[config.mk]
export PLATFORM = sky130hd
export DESIGN_NAME = ktl_div
export DESIGN_NICKNAME = d
export VERILOG_FILES = /design/src/ktl_pkg.sv /design/src/ktl_div.sv
export SDC_FILE = /design/constraint.sdc
export NUM_CORES = 1
export LEC_CHECK = 0
export BUFFER_PORTS_ARGS = -buffer_cell sky130_fd_sc_hd__clkbuf_2
export CAP_MARGIN = 5
export CORE_AREA = 8 8 78 132
export DETAILED_ROUTE_END_ITERATION = 16
export DIE_AREA = 0 0 86 140
export GPL_TIMING_DRIVEN = 1
export PLACE_DENSITY_LB_ADDON = 0.1
export SETUP_SLACK_MARGIN = 0.15
export SLEW_MARGIN = 20
export SYNTH_ARGS = -nofsm -noshare
export SYNTH_HDL_FRONTEND = slang
export SYNTH_SLANG_ARGS = --single-unit
[constraint.sdc]
create_clock -name clk -period 8.77 [get_ports clk]
set_clock_uncertainty 0.05 [all_clocks]
set_input_delay 0 -clock clk [delete_from_list [all_inputs] [get_ports clk]]
set_output_delay 0 -clock clk [all_outputs]
set_load 0.01 [all_outputs]
[src/ktl_pkg.sv]
`timescale 1ns / 1ps
// ----------------------------------------------------------------------------
// ktl_pkg: shared constants for the keyframe track interpolator
// Table depth, field widths and command codes.
// ----------------------------------------------------------------------------
package ktl_pkg;
  localparam int KeyDepth = 64;
  localparam int IdxW     = $clog2(KeyDepth);
  localparam int CntW     = 7;
  localparam int TimeW    = 24;
  localparam int ValW     = 32;
  localparam int FracW    = 16;

  localparam logic CMD_LOAD  = 1'b0;
  localparam logic CMD_QUERY = 1'b1;
endpackage

[src/ktl_div.sv]
`timescale 1ns / 1ps
// ----------------------------------------------------------------------------
// ktl_div: serial restoring divider for the blend factor
// Computes floor((num << 16) / den), one quotient bit per cycle, num < den.
// ----------------------------------------------------------------------------
module ktl_div (
  input  logic                        clk,
  input  logic                        rst_n,
  input  logic                        start,
  input  logic [ktl_pkg::TimeW-1:0]   num,
  input  logic [ktl_pkg::TimeW-1:0]   den,
  output logic                        done,
  output logic [ktl_pkg::FracW-1:0]   quot
);
  logic [ktl_pkg::TimeW:0]     rem_r, rem_nxt;
  logic [ktl_pkg::TimeW-1:0]   den_r;
  logic [ktl_pkg::FracW-1:0]   q_r, q_nxt;
  logic [4:0]                  cnt_r;
  logic                        busy_r, done_r;
  logic [ktl_pkg::TimeW+1:0]   trial;

  always_comb begin
    trial   = {rem_r, 1'b0} - {2'b00, den_r};
    rem_nxt = {rem_r[ktl_pkg::TimeW-1:0], 1'b0};
    q_nxt   = {q_r[ktl_pkg::FracW-2:0], 1'b0};
    if (!trial[ktl_pkg::TimeW+1]) begin
      rem_nxt = trial[ktl_pkg::TimeW:0];
      q_nxt[0] = 1'b1;
    end
  end

  always_ff @(posedge clk) begin
    if (!rst_n) begin
      busy_r <= 1'b0;
      done_r <= 1'b0;
      cnt_r  <= '0;
    end else begin
      done_r <= 1'b0;
      if (start) begin
        busy_r <= 1'b1;
        cnt_r  <= 5'd0;
        rem_r  <= {1'b0, num};
        den_r  <= den;
        q_r    <= '0;
      end else if (busy_r) begin
        rem_r <= rem_nxt;
        q_r   <= q_nxt;
        cnt_r <= cnt_r + 5'd1;
        if (cnt_r == 5'(ktl_pkg::FracW - 1)) begin
          busy_r <= 1'b0;
          done_r <= 1'b1;
        end
      end
    end
  end

  assign done = done_r;
  assign quot = q_r;
endmodule

==> flow_summary_export.csv, run 1 <==
group,metric,value,unit
outcome,status,"completed",
floorplan,die_x,86,um
logic_synthesis,synth_area,0.00440,sq mm
routing,drt_iter0_drc,177,
final_layout,fillers,695,
final_layout,final_cell_area,0.00550,sq mm
sta,rsz0062_at_grt,"false",
power,p_leak,2.34,nW
final_layout,final_common_cell,"clkbuf_2",
logic_synthesis,yosysSeqAreaShare,0.476,
worst_setup_path,startpoint_type,"flip-flop",
floorplan,core_area,0.00850,sq mm
run,max_cap_violations,0,
logic_synthesis,synthMuxAreaShare,0.0461,
logic_synthesis,synth_top_area_share,0.444,
routing,vias,3275,
grt,grt_overflow,0,
logic_synthesis,synth_ff_type,"edfxtp_1",
logic_synthesis,synth-edff-count,65,
grt,grt_pass1_wl,16000,um
clock_network,ctsLongestPathBuffers,2,
final_layout,final_cell_mix,"clkbuf_2 (67), edfxtp_1 (65), dlygate4sd3_1 (46)",
logic_synthesis,synthTopCellsByArea,"edfxtp_1 (44%), ha_1 (7.1%), mux2i_1 (4.1%)",
clock_network,clockRootBuffer,"clkbuf_16",
final_layout,fin_nets,580,
logic_synthesis,yosys.area_share.simple,0.115,
grt,grt_util_all_layers,0.168,
floorplan,chipHeight,140,um
worst_hold_path,hold_class,"primary input to flip-flop",
logic_synthesis,synth_cells,403,
placement,post_dp_cell_area,0.00472,sq mm
logic_synthesis,synth.net_count,480,
logic_synthesis,synth_top_family_by_area,"compound AO/OA/AOI/OAI gates",
sta,post-route-min-period,3.54,ns
logic_synthesis,post-synth-top-area-cell,"edfxtp_1",
placement,place.port_buffers,67,
final_layout,diodes,0,
routing,ant_nets,0,
power,ir_worst_vdd,142,uV
floorplan,rows,45,
logic_synthesis,synth-compound-area-share,0.172,
power,cellPowerDensity,198,mW/mm^2
clock_network,clk_pin_slew_worst_paths,0.06,ns
sta,max_slew_margin,0.323,
grt,grt_pass1_vias,3472,
placement,gp_congestion,0.849,
worst_setup_path,cp_slowest_cell,"a2111oi_2",
final_layout,drive_above_1_share,0.189,
final_layout,syn_to_final_growth,25.2,%
sta,hold_viol_final,0,
logic_synthesis,synthAdderAreaFrac,0.0757,
sta,tns,0,ns
clock_network,cts_sinks,72,
routing,drt-total-wl,9390,um
worst_setup_path,critPathArrivalTime,3.57,ns
logic_synthesis,synthXorXnorAreaFrac,0.0461,
routing,viasPerCell,5.24,
worst_setup_path,cp_max_fo,18,
clock_network,cts_made_buffers,9,
routing,drc,0,
sta,slew_violations,0,
floorplan,start_util,0.517,
logic_synthesis,synth_cell_type_count,61,
clock_network,htree_levels,3,
power,p_total,1.09,mW
logic_synthesis,async_flop_share,0,
placement,hpwlAfterDp,6760,um
worst_setup_path,endpoint_kind,"flip-flop",
grt,antenna_found_initial,0,
routing,firstDrtPassIters,4,
clock_network,hold_buffers,46,
clock_network,insertion_delay,0.33,ns
worst_setup_path,required,8.80,ns
worst_setup_path,path_cells,"ha_1, a2111oi_2, a21oi_2, o21ai_2, o41ai_4, a31oi_4, xor2_4, buf_4, nor4_1, or3_1",
logic_synthesis,avgSynthCellArea,10.9,sq um
worst_setup_path,cp_top_family,"compound AO/OA/AOI/OAI gates",
clock_network,cts_tree,"built",
worst_setup_path,crit_buf_inv,1,
grt,grt_max_degree,68,
clock_network,cts_resized,0,
final_layout,stdcell_count,625,
routing,wl_per_cell,15.0,um
sta,tightest_slew,1.02,ns
sta,fin_crit_sh,0.403,
placement,dp_cells,563,
sta,setup_viol,0,
logic_synthesis,ys_ff_latch,72,
sta,clock.fmax,283,MHz
clock_network,cts_setup_buffers,0,
floorplan,ioPinCount,68,
floorplan,dieArea,0.0120,sq mm
logic_synthesis,ys_warn_count,0,
worst_setup_path,path_class,"flip-flop to flip-flop",
worst_setup_path,slowest_delay,0.52,ns
area by class of cell:
cell class | instances | area (sq um) | share of cell area
Tap cell | 117 | 146 | 0.0266
Sequential cell | 72 | 2090 | 0.380
Multi-Input combinational cell | 272 | 2000 | 0.363
Timing Repair Buffer | 116 | 818 | 0.149
Clock inverter | 3 | 46.3 | 0.00841
Clock buffer | 13 | 282 | 0.0511
Inverter | 32 | 120 | 0.0218
cell usage after synthesis (7+ instances only):
| master | number |
|---|---|
| inv_1 | 31 |
| a21oi_1 | 20 |
| nand2_1 | 33 |
| xor2_1 | 9 |
| o21ai_0 | 15 |
| ha_1 | 25 |
| clkbuf_1 | 8 |
| xnor2_1 | 11 |
| dfxtp_1 | 7 |
| buf_4 | 15 |
| and2_1 | 7 |
| o21a_1 | 10 |
| nor2_1 | 21 |
| mux2i_1 | 18 |
| o21ai_1 | 10 |
| nor2b_1 | 19 |
| edfxtp_1 | 65 |
| a21o_1 | 8 |
worst reg2reg max path, cell delays in order, from the launching register on:
cell and delay, ns:
edfxtp_1 0.40, ha_1 0.40, a2111oi_2 0.52, a21oi_2 0.06, o21ai_2 0.15, o41ai_4 0.16, a31oi_4 0.24, xor2_4 0.45
buf_4 0.38, nor4_1 0.09, or3_1 0.38
cell families after synthesis:
group,after synthesis
AO/OA/AOI/OAI,104
XOR/XNOR,21
adder cells (fa/ha/maj),26
buffers and inverters,59
flip-flops,72
multiplexers,20
AND/OR/NAND/NOR,101
routing by layer:
layer  vias up  part of all wire  track usage
li1       1653                 -            -
met1      1546              0.39        0.174
met2        59              0.55        0.304
met3        17             0.038       0.0363
met4         0             0.022       0.0836
met5         -                 0            0
power breakdown:
| group | switching [mW] | leakage [nW] | internal, mW |
|---|---|---|---|
| combinational | 0.151 | 1.50 | 0.128 |
| clock | 0.135 | 0.157 | 0.253 |
| sequential | 0.0129 | 0.680 | 0.409 |
| total | 0.299 | 2.34 | 0.790 |
sequential cells by signal, summed over array words and instances (netlist names):
register and cells:
quot 16, busy_r 1, cnt_r 5, rem_r 25
done 1, den_r 24
metrics by stage:
stage | util | worst slack (ns) | hold WS [ns]
final | 0.647 | 5.23 | 0.0197
after global routing | 0.647 | 5.02 | 0.0491
after CTS | 0.647 | 5.23 | 0.0214
after detailed placement | 0.555 | 5.23 | 0.129
after global placement | 0.555 | 5.33 | 0.127
after floorplan | - | 5.93 | 0.0489
worst paths after layout:
kind,from,end,slack (ns),cells past startpoint
max,rem_r[5],rem_r[15],5.23,10
min,num[19],rem_r[19],0.02,4
max reg2reg,rem_r[5],rem_r[15],5.23,10
min reg2reg,cnt_r[4],cnt_r[4],0.44,2
Power figures use the tool's default switching activity.
==> run 2: changes to the inputs <==
--- a/config.mk
+++ b/config.mk
@@ -5,11 +5,12 @@
 export SDC_FILE = /design/constraint.sdc
 export NUM_CORES = 1
 export LEC_CHECK = 0
+export ABC_AREA = 1
 export BUFFER_PORTS_ARGS = -buffer_cell sky130_fd_sc_hd__clkbuf_2
 export CAP_MARGIN = 5
-export CORE_AREA = 8 8 78 132
+export CORE_AREA = 8 8 84 142
 export DETAILED_ROUTE_END_ITERATION = 16
-export DIE_AREA = 0 0 86 140
+export DIE_AREA = 0 0 92 150
 export GPL_TIMING_DRIVEN = 1
 export PLACE_DENSITY_LB_ADDON = 0.1
 export SETUP_SLACK_MARGIN = 0.15
==> constraint.sdc (replaced) <==
create_clock -name clk -period 3.3 [get_ports clk]
set_clock_uncertainty 0.05 [all_clocks]
set_input_delay 0 -clock clk [delete_from_list [all_inputs] [get_ports clk]]
set_output_delay 0 -clock clk [all_outputs]
set_load 0.01 [all_outputs]
==> flow_summary_export.csv, run 2 <==
group,metric,value,unit
sta,tightest_slew,0.572,ns
sta,tns,0,ns
logic_synthesis,avgSynthCellArea,7.37,sq um
worst_setup_path,slowest_delay,0.48,ns
worst_setup_path,crit_buf_inv,0,
worst_setup_path,cp_max_fo,25,
clock_network,cts_setup_buffers,0,
routing,viasPerCell,5.02,
final_layout,seq_area,0.00209,sq mm
logic_synthesis,synth_ff_type,"edfxtp_1",
sta,slew_violations,0,
final_layout,diodes,0,
clock_network,ctsLongestPathBuffers,2,
worst_setup_path,cp_top_family,"simple AND/OR/NAND/NOR gates",
sta,clock.fmax,371,MHz
logic_synthesis,synth.top_cells.by_count,"nand2_1 (231), inv_1 (137), nand3_1 (69), edfxtp_1 (65), nor2_1 (41)",
final_layout,regMostFlops,"rem_r",
placement,hpwlAfterDp,10600,um
floorplan,dieArea,0.0138,sq mm
logic_synthesis,yosysSeqAreaShare,0.405,
placement,gp_congestion,0.967,
worst_setup_path,crit_top_cell,"nand2_1",
logic_synthesis,async_flop_share,0,
worst_setup_path,path_class,"flip-flop to flip-flop",
grt,antenna_found_initial,0,
worst_setup_path,ff2ff_setup_slack,0.60,ns
grt,grt_pass1_vias,5009,
sta,setup_viol,0,
worst_hold_path,whs_endpoint,"quot[10]",
clock_network,htree_levels,3,
power,ir_worst_vdd,338,uV
run,max_cap_violations,0,
final_layout,fin_nets,882,
sta,hold_viol_final,0,
clock_network,cts_resized,0,
routing,vias,4701,
clock_network,hold_buffers,49,
clock_network,clk_pin_slew_worst_paths,0.06,ns
routing,firstDrtPassIters,6,
logic_synthesis,post-synth-top-area-cell,"edfxtp_1",
final_layout,final_cell_area,0.00633,sq mm
power,cellPowerDensity,506,mW/mm^2
logic_synthesis,synthTopCellsByArea,"edfxtp_1 (38%), nand2_1 (17%), inv_1 (9.9%)",
clock_network,insertion_delay,0.33,ns
grt,grt_overflow,0,
routing,drt_iter0_drc,243,
final_layout,drive_above_1_share,0.141,
routing,wl_per_cell,14.9,um
floorplan,die_x,92,um
grt,grt_max_degree,27,
logic_synthesis,ys_warn_count,0,
worst_setup_path,startpoint_type,"flip-flop",
sta,post-route-min-period,2.70,ns
clock_network,clockRootBuffer,"clkbuf_16",
placement,place.port_buffers,67,
clock_network,cts_sinks,72,
logic_synthesis,synth.net_count,778,
floorplan,ioPinCount,68,
worst_setup_path,worst_r2r_endpoint,"rem_r[4]",
worst_setup_path,cp_slowest_cell,"ha_1",
sta,fin_crit_sh,0.818,
logic_synthesis,synth_top_area_share,0.378,
outcome,status,"completed",
floorplan,rows,49,
logic_synthesis,synth_cells,701,
grt,grt_pass1_wl,23500,um
grt,grt_util_all_layers,0.214,
worst_hold_path,hold_path_depth,2,
placement,post_dp_cell_area,0.00552,sq mm
routing,drc,0,
worst_setup_path,rr_startpoint,"rem_r[18]",
routing,drt-total-wl,13900,um
worst_setup_path,path_cells,"ha_1, nand2_2, nor2_2, nand2_1, nor2_2, nand2_2, nand3_4, nand2_4, nand2_4, nand2_1, nand3_1, nand2_1",
final_layout,fillers,950,
final_layout,largest_reg_flops,25,
clock_network,cts_tree,"built",
sta,rsz0062_at_grt,"false",
power,p_leak,3.26,nW
final_layout,multi_input_area,0.00236,sq mm
clock_network,cts_made_buffers,9,
final_layout,syn_to_final_growth,22.4,%
logic_synthesis,synth_cell_type_count,36,
floorplan,start_util,0.514,
logic_synthesis,synth_area,0.00517,sq mm
floorplan,chipHeight,150,um
final_layout,final_cell_mix,"nand2_1 (231), inv_1 (137), nand3_1 (69)",
sta,max_slew_margin,0.618,
logic_synthesis,ys_ff_latch,72,
logic_synthesis,synth.most_common_cell,"nand2_1",
logic_synthesis,synth-edff-count,65,
worst_hold_path,hold_class,"primary input to flip-flop",
worst_setup_path,critPathArrivalTime,2.74,ns
final_layout,final_common_cell,"nand2_1",
worst_hold_path,hp-start,"start",
worst_setup_path,required,3.34,ns
routing,ant_nets,0,
worst_setup_path,endpoint_kind,"flip-flop",
floorplan,core_area,0.0101,sq mm
worst_setup_path,rr_worst_depth,12,
[run 2: cell count changes in the layout (fill, tap and decap cells not counted), moves of 10 or more]
cell | previous run | this run
nand3_1 | 1 | 69
nor2b_1 | 19 | 0
o21ai_0 | 15 | 5
nand2_1 | 33 | 231
o21ai_1 | 10 | 0
mux2i_1 | 18 | 0
inv_1 | 31 | 137
nor2_1 | 21 | 41
nand3b_1 | 0 | 19
[run 2: how the worst max path moves through the flow]
stage | start | cells after the start | endpoint | slack [ns]
2_1_floorplan | rem_r[14] | 12 | rem_r[4] | 1.21
3_3_place_gp | rem_r[18] | 12 | rem_r[4] | 0.65
3_5_place_dp | rem_r[18] | 12 | rem_r[4] | 0.62
4_1_cts | rem_r[18] | 12 | rem_r[4] | 0.60
5_1_grt | rem_r[18] | 10 | rem_r[10] | 0.41
6_report | rem_r[18] | 12 | rem_r[4] | 0.60
[run 2: routing by layer]
metal,track usage,part of all wire
met4,0.103,0.037
met2,0.402,0.54
met1,0.222,0.39
met5,0,0
met3,0.0367,0.038
[run 2: final cells by class]
type,count,area share
clock inverter,7,0.0148
clock buffer,9,0.0356
timing repair buffer,122,0.138
sequential,72,0.331
inverter,140,0.0831
tap,127,0.0251
multi-input combinational,460,0.373
[run 2: worst register-to-register path, delay by kind of cell (launching register included)]
kind          cells  cell delay [ns]
simple gates     11             1.50
flops             1             0.44
fa+ha+maj         1             0.48
[run 2: power breakdown]
part,switching (mW),total (mW),internal (mW)
logic,0.631,1.01,0.375
clock network,0.390,1.05,0.662
registers,0.0433,1.14,1.10
total,1.06,3.20,2.14
[run 2: stage by stage]
stage | hold slack [ns] | power [mW] | cells | worst slack, ns | util
2_1_floorplan | 0.0489 | 1.89 | 701 | 1.21 | -
3_3_place_gp | 0.127 | 2.11 | 872 | 0.653 | 0.549
3_5_place_dp | 0.129 | 2.12 | 872 | 0.619 | 0.549
4_1_cts | 0.153 | 3.22 | 937 | 0.597 | 0.629
5_1_grt | 0.219 | 3.40 | 937 | 0.407 | 0.629
6_report | 0.156 | 3.20 | 937 | 0.602 | 0.629
[run 2: cell families (layout without fill, tap and decap cells)]
family / Yosys count / after routing / share of synthesized area
AND/OR/NAND/NOR: 399 / 399 / 0.349
buffers and inverters: 169 / 278 / 0.138
flip-flops: 72 / 72 / 0.405
adder cells (fa/ha/maj): 26 / 26 / 0.0644
AO/OA/AOI/OAI: 26 / 26 / 0.0286
XOR/XNOR: 9 / 9 / 0.0153
